--- src/rtl/pfrb_pkg.sv ---
package pfrb_pkg;

  // stream widths
  localparam int IN_TDATA_W  = 56;
  localparam int OUT_TDATA_W = 48;

  // field widths
  localparam int CODE_W  = 8;
  localparam int COLOR_W = 24;
  localparam int PADDR_W = 17;
  localparam int PHASE_W = 2;

  // input tdata layout, lowest bit first
  localparam int CODE_LSB  = 0;
  localparam int COLOR_LSB = CODE_LSB + CODE_W;
  localparam int PADDR_LSB = COLOR_LSB + COLOR_W;
  localparam int PHASE_LSB = PADDR_LSB + PADDR_W;
  localparam int FIRST_LSB = PHASE_LSB + PHASE_W;
  localparam int BANK_LSB  = FIRST_LSB + 1;

  // output tdata padding above out_address and out_color
  localparam int OUT_PAD_W = OUT_TDATA_W - PADDR_W - COLOR_W;

  // address compare width, wide enough for the largest frame size
  localparam int ADDR_EXT_W = 21;

  // queue between front and back
  localparam int Q_DEPTH = 4;
  localparam int Q_AW    = 2;
  localparam int Q_CW    = 3;

  // result buffer in the back end
  localparam int OBUF_DEPTH = 4;
  localparam int OBUF_AW    = 2;
  localparam int OBUF_CW    = 3;

  // opcode carried on tuser
  localparam logic OP_LOAD  = 1'b0;
  localparam logic OP_PIXEL = 1'b1;

  // sub-frame phases
  localparam logic [PHASE_W-1:0] PH_QUARTER = 2'd0;
  localparam logic [PHASE_W-1:0] PH_HALF    = 2'd1;
  localparam logic [PHASE_W-1:0] PH_THREE_Q = 2'd2;
  localparam logic [PHASE_W-1:0] PH_FULL    = 2'd3;

  typedef struct packed {
    logic                 is_pixel;
    logic [CODE_W-1:0]    code;
    logic [COLOR_W-1:0]   color;
    logic [PADDR_W-1:0]   addr;
    logic [PHASE_W-1:0]   phase;
    logic                 first;
    logic                 bank;
  } pfrb_item_t;

  typedef struct packed {
    logic [COLOR_W-1:0] color;
    logic [PADDR_W-1:0] addr;
  } pfrb_out_t;

endpackage

--- src/rtl/pfrb_queue.sv ---
module pfrb_queue (
  input  logic                 clk,
  input  logic                 rst,
  input  logic                 push_valid,
  output logic                 push_ready,
  input  pfrb_pkg::pfrb_item_t push_item,
  output logic                 pop_valid,
  input  logic                 pop_ready,
  output pfrb_pkg::pfrb_item_t pop_item
);

  pfrb_pkg::pfrb_item_t          slots [pfrb_pkg::Q_DEPTH];
  logic [pfrb_pkg::Q_AW-1:0]     wr_ptr;
  logic [pfrb_pkg::Q_AW-1:0]     rd_ptr;
  logic [pfrb_pkg::Q_CW-1:0]     count;
  logic                          push;
  logic                          pop;

  assign push_ready = (count != pfrb_pkg::Q_CW'(pfrb_pkg::Q_DEPTH));
  assign pop_valid  = (count != '0);
  assign pop_item   = slots[rd_ptr];
  assign push       = push_valid && push_ready;
  assign pop        = pop_valid && pop_ready;

  always_ff @(posedge clk) begin
    if (rst) begin
      wr_ptr <= '0;
      rd_ptr <= '0;
      count  <= '0;
    end else begin
      if (push) wr_ptr <= wr_ptr + 1'b1;
      if (pop)  rd_ptr <= rd_ptr + 1'b1;
      case ({push, pop})
        2'b10:   count <= count + 1'b1;
        2'b01:   count <= count - 1'b1;
        default: count <= count;
      endcase
    end
  end

  always_ff @(posedge clk) begin
    if (push) slots[wr_ptr] <= push_item;
  end

  assert property (@(posedge clk) disable iff (rst)
    count <= pfrb_pkg::Q_CW'(pfrb_pkg::Q_DEPTH))
    else $error("queue count beyond depth");

  assert property (@(posedge clk) disable iff (rst)
    (push && !pop) |=> (count == $past(count) + 1'b1))
    else $error("queue count lost a push");

endmodule

--- config.mk ---
export PLATFORM = sky130hd
export DESIGN_NAME = pfrb_queue
export DESIGN_NICKNAME = d
export VERILOG_FILES = /design/src/rtl/pfrb_pkg.sv /design/src/rtl/pfrb_queue.sv
export SDC_FILE = /design/constraint.sdc
export NUM_CORES = 1
export LEC_CHECK = 0
export BUFFER_PORTS_ARGS = -buffer_cell sky130_fd_sc_hd__buf_2
export CORE_MARGIN = 3
export CORE_UTILIZATION = 25
export DETAILED_ROUTE_END_ITERATION = 10
export HOLD_SLACK_MARGIN = 0.15
export SYNTH_ARGS = -nofsm -noshare
export SYNTH_HDL_FRONTEND = slang
export SYNTH_SLANG_ARGS = --single-unit
export TNS_END_PERCENT = 20
--- constraint.sdc ---
create_clock -name clk -period 6.1 [get_ports clk]
set_input_delay 1.22 -clock clk [delete_from_list [all_inputs] [get_ports clk]]
set_output_delay 1.22 -clock clk [all_outputs]
set_load 0.01 [all_outputs]
==> flow_summary.toml <==
[status]
outcome = "finished clean"

[critical_path]
critPathMaxFanout = 33
worstPathRequired_ns = 4.88
slowest_stage = "dfxtp_4"
crit_arrival_ns = 2.58
critPathKind = "flip-flop to primary output"
start_kind = "flip-flop"
max_stage_delay_ns = 0.82
cp-end-kind = "primary output"
path_cells = "buf_4 -> mux4_2 -> buf_2"

[synth]
synth_ff_type = "edfxtp_1"
synth_edf_count = 216
ys_seq_area_frac = 0.800
synth_seq_cells = 225
yosysUniqueCellTypes = 26
netlist_area_um2 = 8340
postSynthCellCount = 334
yosys_warnings = 0
postSynthAreaPerCell_um2 = 25.0
async_reset_ff_frac = 0
syn-num-nets = 398

[sta]
slew-limit-headroom = 0.409
fin_crit_sh = 0.624
finalSetupTns_ns = 0
drv_slew = 0
tightestPinTransition_ns = 0.886
hold_viol_final = 0
final-setup-viol-count = 0
timing.fmax_ghz = 0.263
finalCriticalPeriod_ns = 3.80
rsz0062_at_grt = "no"
skew_ns = 0.00688

[route]
wl_met1_mm = 6.33
vias = 3697
vias_per_cell = 4.02
highest_layer = "met5"
wl_met2_mm = 8.16
route.met3.wl_um = 898
drc_errors = 0
drtPass1Iterations = 4
first_iter_violations = 166
finalWirelength_mm = 15.7
wl_per_cell_um = 17.1
ant_nets = 0

[hold_path]
hp-class = "flip-flop to flip-flop"

[global_routing]
grt_max_degree = 55
grt_pass1_vias = 4190
track_usage = 0.0875
grt_pass1_wl_mm = 24.5
gr-total-overflow = 0
antenna_found_initial = 1

[clock_network]
clockBufferDepth = 3
tritoncts = "built"
path_clk_slew_ns = 0.06
h-tree-depth = 1
cts_hold_buf = 0
cts-root-buf = "clkbuf_16"
cts_resized = 0
cts_buffers = 23
postCtsSetupRepairBufs = 0
clk_latency_ns = 0.50
cts.sinks = 225

[die]
num_io_pins = 114
core_area_um2 = 32700
die_y_um = 189
std_cell_rows = 66
die_width_um = 189
die-area_um2 = 35600
initial_core_util = 0.255

[finish]
fin_area_um2 = 10000
multi_input_area_um2 = 1510
seq_area_um2 = 6670
areaGrowthSynthToFinish_pct = 20.2
drive_above_1_share = 0.428
nNetsFinal = 525
n_antenna_cell = 0
fin_util = 0.306
fillers = 3183

[pwr]
ir_worst_vdd_uv = 178
intPower_w = 0.00303
p_comb_frac = 0.209
pwr-share-clk = 0.309
sequentialPowerShare = 0.482
p_sw_frac = 0.261
p_leak_nw = 3.27
p_per_area_nw_per_um2 = 409
p_sw_w = 0.00107

[placed_design]
hpwl_mm = 9.33
gp_congestion = 0.617
placed_cell_area_um2 = 9340
io_buffer_count = 113

[job]
timing.max_cap.violations = 0
[registers in the layout, summed over array words and instances, names as in the netlist, named ones only]
signal and count:
rd_ptr 2, slots 216, count 3, wr_ptr 2
[path summary, 6_finish.rpt]
| path | startpoint | endpoint | slack (ns) | cells after the start |
|---|---|---|---|---|
| hold reg to reg | rd_ptr[1] | flip-flop | 0.52 | 2 |
| hold / removal | rd_ptr[1] | flip-flop | 0.52 | 2 |
| setup reg to reg | count[1] | count[2] | 3.98 | 9 |
| setup / recovery | flip-flop | pop_item[31] | 2.30 | 3 |
[power by group through the flow]
stage	Clock, W	Combinational [W]	Sequential, W
2_1_floorplan	0	0.000684	0.00193
3_3_place_gp	0	0.000861	0.00200
3_5_place_dp	0	0.000882	0.00202
4_1_cts	0.00132	0.000886	0.00198
5_1_grt	0.00139	0.000930	0.00200
6_report	0.00127	0.000856	0.00198
[through the flow]
step                instances  setup slack [ns]  total power, W  hold WS [ns]
CTS                       919              2.17         0.00419         0.537
global placement          878              2.75         0.00287         0.489
detailed placement        878              2.72         0.00290         0.513
floorplan                 334              2.88         0.00261         0.482
global route              919              2.07         0.00432         0.556
finish                    919              2.30         0.00410         0.524
[layer usage]
layer / vias to the layer above / GRT usage
li1: 1660 / -
met1: 1925 / 0.103
met2: 84 / 0.157
met3: 26 / 0.0234
met4: 2 / 0.0264
met5: - / 0
[synth_stat cells, types with 2 or more instances]
master	count	area, µm²
nor2_1	9	33.8
mux4_1	4	105
inv_1	6	22.5
or3_1	2	12.5
mux4_2	50	1130
edfxtp_1	216	6490
buf_2	5	25.0
dfxtp_1	9	180
buf_12	5	100
xor2_1	3	26.3
and2_1	4	25.0
nand2b_1	2	12.5
ha_1	5	62.6
a21oi_1	2	10.0
[area by class of cell]
| class | count | share of cell area |
|---|---|---|
| Clock inverter | 14 | 0.00924 |
| Clock buffer | 27 | 0.0589 |
| Multi-Input combinational cell | 90 | 0.151 |
| Timing Repair Buffer | 115 | 0.0579 |
| Inverter | 6 | 0.00225 |
| Tap cell | 442 | 0.0552 |
| Sequential cell | 225 | 0.666 |
[critical path: cells and delay by family, from the launching register on]
| family | cells | cell delay (ns) |
|---|---|---|
| mux | 1 | 0.56 |
| buf+inv | 2 | 0.68 |
| flops | 1 | 0.82 |
[cells in the final DEF (no fill, tap or decap), drive strengths merged]
| cell type | netlist | routed |
|---|---|---|
| a21boi | 1 | 1 |
| a21oi | 2 | 2 |
| and2 | 4 | 4 |
| buf | 11 | 115 |
| bufinv | 0 | 1 |
| clkbuf | 2 | 27 |
| clkinv | 0 | 11 |
| clkinvlp | 0 | 2 |
| dfxtp | 9 | 9 |
| edfxtp | 216 | 216 |
| fa | 1 | 1 |
| ha | 5 | 5 |
| inv | 6 | 6 |
| mux2 | 1 | 1 |
| mux2i | 1 | 1 |
| mux4 | 54 | 54 |
| nand2 | 1 | 1 |
| nand2b | 2 | 2 |
| nor2 | 9 | 9 |
| o21ai | 1 | 1 |
| o311ai | 1 | 1 |
| o31a | 1 | 1 |
| or3 | 2 | 2 |
| xnor2 | 1 | 1 |
| xor2 | 3 | 3 |
[cell families after synthesis]
group | synth area share
simple gates | 0.0105
buf+inv | 0.0201
flops | 0.800
xor+xnor | 0.00420
mux | 0.150
fa+ha+maj | 0.00991
compound gates | 0.00525
Note: power is estimated with default switching activity, not from simulation.
