$ cat config.mk
export PLATFORM = sky130hd
export DESIGN_NAME = pfrb_front
export DESIGN_NICKNAME = d
export VERILOG_FILES = /design/src/rtl/pfrb_pkg.sv /design/src/rtl/pfrb_front.sv
export SDC_FILE = /design/constraint.sdc
export NUM_CORES = 1
export LEC_CHECK = 0
export BUFFER_PORTS_ARGS = -buffer_cell sky130_fd_sc_hd__clkbuf_2
export CAP_MARGIN = 20
export CORE_UTILIZATION = 35
export DETAILED_ROUTE_END_ITERATION = 10
export PLACE_DENSITY = 0.66
export SLEW_MARGIN = 10
export SYNTH_ARGS = -nofsm -noshare
export SYNTH_HDL_FRONTEND = slang
export SYNTH_SLANG_ARGS = --single-unit
$ cat constraint.sdc
create_clock -name clk -period 2.2 [get_ports clk]
set_input_delay 0.22 -clock clk [delete_from_list [all_inputs] [get_ports clk]]
set_output_delay 0.22 -clock clk [all_outputs]
set_load 0.05 [all_outputs]
$ cat src/rtl/pfrb_pkg.sv
package pfrb_pkg;

  // stream widths
  localparam int IN_TDATA_W  = 56;
  localparam int OUT_TDATA_W = 48;

  // field widths
  localparam int CODE_W  = 8;
  localparam int COLOR_W = 24;
  localparam int PADDR_W = 17;
  localparam int PHASE_W = 2;

  // input tdata layout, lowest bit first
  localparam int CODE_LSB  = 0;
  localparam int COLOR_LSB = CODE_LSB + CODE_W;
  localparam int PADDR_LSB = COLOR_LSB + COLOR_W;
  localparam int PHASE_LSB = PADDR_LSB + PADDR_W;
  localparam int FIRST_LSB = PHASE_LSB + PHASE_W;
  localparam int BANK_LSB  = FIRST_LSB + 1;

  // output tdata padding above out_address and out_color
  localparam int OUT_PAD_W = OUT_TDATA_W - PADDR_W - COLOR_W;

  // address compare width, wide enough for the largest frame size
  localparam int ADDR_EXT_W = 21;

  // queue between front and back
  localparam int Q_DEPTH = 4;
  localparam int Q_AW    = 2;
  localparam int Q_CW    = 3;

  // result buffer in the back end
  localparam int OBUF_DEPTH = 4;
  localparam int OBUF_AW    = 2;
  localparam int OBUF_CW    = 3;

  // opcode carried on tuser
  localparam logic OP_LOAD  = 1'b0;
  localparam logic OP_PIXEL = 1'b1;

  // sub-frame phases
  localparam logic [PHASE_W-1:0] PH_QUARTER = 2'd0;
  localparam logic [PHASE_W-1:0] PH_HALF    = 2'd1;
  localparam logic [PHASE_W-1:0] PH_THREE_Q = 2'd2;
  localparam logic [PHASE_W-1:0] PH_FULL    = 2'd3;

  typedef struct packed {
    logic                 is_pixel;
    logic [CODE_W-1:0]    code;
    logic [COLOR_W-1:0]   color;
    logic [PADDR_W-1:0]   addr;
    logic [PHASE_W-1:0]   phase;
    logic                 first;
    logic                 bank;
  } pfrb_item_t;

  typedef struct packed {
    logic [COLOR_W-1:0] color;
    logic [PADDR_W-1:0] addr;
  } pfrb_out_t;

endpackage

$ cat src/rtl/pfrb_front.sv
module pfrb_front #(
  parameter int FRAME_PIXELS = 76800
) (
  input  logic                             clk,
  input  logic                             rst,
  input  logic                             s_tvalid,
  output logic                             s_tready,
  input  logic [pfrb_pkg::IN_TDATA_W-1:0]  s_tdata,
  input  logic                             s_tuser,
  output logic                             push_valid,
  input  logic                             push_ready,
  output pfrb_pkg::pfrb_item_t             push_item
);

  logic                 f_valid;
  pfrb_pkg::pfrb_item_t f_item;
  pfrb_pkg::pfrb_item_t in_item;
  logic                 keep;
  logic [pfrb_pkg::ADDR_EXT_W-1:0] addr_ext;

  always_comb begin
    in_item.is_pixel = (s_tuser == pfrb_pkg::OP_PIXEL);
    in_item.code     = s_tdata[pfrb_pkg::CODE_LSB  +: pfrb_pkg::CODE_W];
    in_item.color    = s_tdata[pfrb_pkg::COLOR_LSB +: pfrb_pkg::COLOR_W];
    in_item.addr     = s_tdata[pfrb_pkg::PADDR_LSB +: pfrb_pkg::PADDR_W];
    in_item.phase    = s_tdata[pfrb_pkg::PHASE_LSB +: pfrb_pkg::PHASE_W];
    in_item.first    = s_tdata[pfrb_pkg::FIRST_LSB];
    in_item.bank     = s_tdata[pfrb_pkg::BANK_LSB];
  end

  // pixels beyond the frame are taken and dropped here
  assign addr_ext = {{(pfrb_pkg::ADDR_EXT_W - pfrb_pkg::PADDR_W){1'b0}}, in_item.addr};
  assign keep     = !in_item.is_pixel ||
                    (addr_ext < pfrb_pkg::ADDR_EXT_W'(FRAME_PIXELS));

  assign s_tready   = !f_valid || push_ready;
  assign push_valid = f_valid;
  assign push_item  = f_item;

  always_ff @(posedge clk) begin
    if (rst) begin
      f_valid <= 1'b0;
    end else if (s_tready) begin
      f_valid <= s_tvalid && keep;
    end
  end

  always_ff @(posedge clk) begin
    if (s_tready) begin
      f_item <= in_item;
    end
  end

endmodule

==> impl_summary.log <==
[metrics] number of unique standard cell types used by synthesis: 9
[metrics] number of buffers on the longest clock path: 2
[metrics] TritonCTS Sinks: 55
[metrics] Min-Delay Startpoint: rst
[metrics] TritonCTS clock tree: yes
[metrics] Layout fillers: 364
[metrics] total wire length after detailed routing: 3490 microns
[metrics] clock root buffer: sky130_fd_sc_hd__clkbuf_8
[metrics] worst hold path endpoint: push_valid
[metrics] Max-slew headroom: 73.0%
[metrics] Pre-Repair DR Iteration Count: 3
[metrics] Post-CTS Repair Setup Buffers: 0
[metrics] highest fanout seen on the critical path: 11
[metrics] run status: finished clean
[metrics] count of nets left with antenna violations after detail routing: 0
[metrics] total number of H-tree levels: 2
[metrics] net count reported at finish: 246
[metrics] vias after detailed routing: 1059
[metrics] initial drt markers: 66
[metrics] Max Clk Rate: 0.582 GHz
[metrics] pin count of the biggest net entering global routing: 35
[metrics] core outline area: 4500 sq um
[metrics] setup slack on the worst flop-to-flop path: 0.69 ns
[metrics] overall power: 2.18 mW
[metrics] number of warnings issued by yosys: 0
[metrics] RSZ-0062 raised after global routing: no
[metrics] final number of hold-violating endpoints: 0
[metrics] CP endpoint kind: primary output
[metrics] count of input and output buffers: 113
[metrics] sum of negative setup slack: 0 ns
[metrics] number of antenna violations at the first check in global routing: 0
[metrics] global-route wire length before repair: 5030 microns
[metrics] layout-stage area growth over the synthesis result: 43.4%
[metrics] vias in the first global route: 1031
[metrics] # Max-Cap Violations: 0
[metrics] average cell area after synthesis: 27.0 sq um
[metrics] Die Footprint: 5140 sq um
[metrics] synthesized flop and latch total: 55
[metrics] transition time of the tightest slew-check pin: 0.405 ns
[metrics] met2 GRT Util: 24.3%
[metrics] GRT busiest layer: met2
[metrics] Avg Vias per Cell: 4.45
[metrics] number of buffers created by CTS: 5
[metrics] share of post-route cells with drive strength above 1: 68.8%
[metrics] DP Cell Count: 230
[metrics] power per standard cell area: 893 nW/um^2
[metrics] final setup violation count: 0
[metrics] IR drop worst, VDD: 254 uV
[metrics] area of all sequential standard cells: 1640 sq um
[metrics] Synthesized Nets: 124
[metrics] destination of the worst register-to-register timing path: push_item[28]
[metrics] final period utilization: 78.1%
[metrics] launching element type of the critical path: flip-flop
[metrics] fraction of met1 tracks used by global routing: 14.7%
[metrics] die boundary height: 71.7 microns
[metrics] Hold-fix buffers, CTS: 0
[metrics] smallest hold slack: 0.0639 ns
[metrics] starting density of the core: 37.7%
[metrics] Lkg Pwr: 1.10 nW
[metrics] final cell utilization of the core: 54.1%
[metrics] area of the mapped netlist: 1700 sq um
[metrics] Reg-to-Reg Start: push_valid
[metrics] cells on worst reg2reg path: 3
[metrics] commonest non-fill, non-tap cells in the layout: 113 x sky130_fd_sc_hd__clkbuf_2, 54 x sky130_fd_sc_hd__edfxtp_1, 5 x sky130_fd_sc_hd__clkbuf_8
[metrics] GRT Overall Usage: 13.6%
[metrics] global placement routability congestion: 0.768
[metrics] number of top-level design ports: 117
[metrics] GR Util met3: 3.66%
[metrics] row cnt: 24
[metrics] most common cell after layout, fill and taps aside: sky130_fd_sc_hd__clkbuf_2
[metrics] post-synthesis instance total: 63
[metrics] area occupied by multi-input gates: 56.3 sq um
[metrics] classification of the worst setup path: reg -> out
[metrics] number of inserted diodes: 0
[metrics] source-to-sink clock delay at the later pin of the worst-skew pair: 0.30 ns
[metrics] number of max-slew violations in the final report: 0
[metrics] post-route clock skew: 0.00686 ns
[metrics] Worst Path Required: 1.98 ns
[metrics] Hold Path Depth: 2
[metrics] drt wl/cell: 14.7 microns
[metrics] die extent in x: 71.7 microns
[metrics] post-cts sizing count: 0
[metrics] final standard cell count with taps included and fillers excluded: 238
[metrics] DRC Markers: 0
[metrics] share of synthesized area occupied by flip-flops and latches: 96.6%
[metrics] clock transition at the registers of the reported paths: 0.09 ns
[metrics] critical path arrival: 1.50 ns
[metrics] Period minus WS final: 1.72 ns
[metrics] gr ovfl total: 0
[metrics] worst hold path type: in -> reg
[logic make-up after synthesis]
group           Yosys count  synth area share (%)
simple gates              5                  1.69
flops                    55                  96.6
buf+inv                   1                 0.221
compound gates            2                  1.47
[power by group]
group / switching (mW) / leakage (nW) / total (mW) / internal (mW)
Combinational: 0.317 / 0.492 / 0.403 / 0.0858
Sequential: 0.0188 / 0.571 / 1.25 / 1.23
Clock: 0.303 / 0.0412 / 0.526 / 0.223
[synthesized netlist by cell type (all sizes together)]
library cell / count / area share (%)
nand2: 1 / 0.22
edfxtp: 54 / 95
nor3: 1 / 0.59
nor2b: 1 / 0.37
dfxtp: 1 / 1.2
nor2: 1 / 0.22
inv: 1 / 0.22
nand3: 1 / 0.29
a211oi: 2 / 1.5
[critical path, cell delays in order (launching register included)]
cell and delay (ns):
sky130_fd_sc_hd__dfxtp_2 0.34, sky130_fd_sc_hd__nor2b_2 0.25, sky130_fd_sc_hd__clkinvlp_4 0.29, sky130_fd_sc_hd__clkbuf_2 0.31
[state kept, by name, summed over array words and instances (netlist names)]
register,flops
push_valid,1
push_item,54
[metal layers]
layer,share of wire (%),wire (microns)
met5,0,0
met3,9.3,325
met2,51,1780
met1,38,1320
met4,1.7,61
[layout make-up]
type	instances	area share (%)
sequential	55	67.4
timing repair buffer	115	23.8
clock buffer	6	2.98
tap	52	2.67
multi-input combinational	7	2.31
clock inverter	2	0.513
inverter	1	0.308
[stage by stage]
step                      setup slack, ns  cell area (sq um)
after floorplan                   0.00625               1710
after global placement              0.758               2350
after detailed placement            0.686               2350
after CTS                           0.453               2440
after global routing                0.365               2440
final                               0.482               2440
[worst max path at each step]
stage	start	to	slack (ns)	cells after the start
finish	push_valid	s_tready	0.48	3
global route	push_valid	s_tready	0.37	3
CTS	push_valid	s_tready	0.45	3
detailed placement	push_valid	push_item[32]	0.69	3
global placement	push_valid	push_item[47]	0.76	3
floorplan	push_valid	push_item[0]	0.006	2
(Power assumes the default switching activity.)
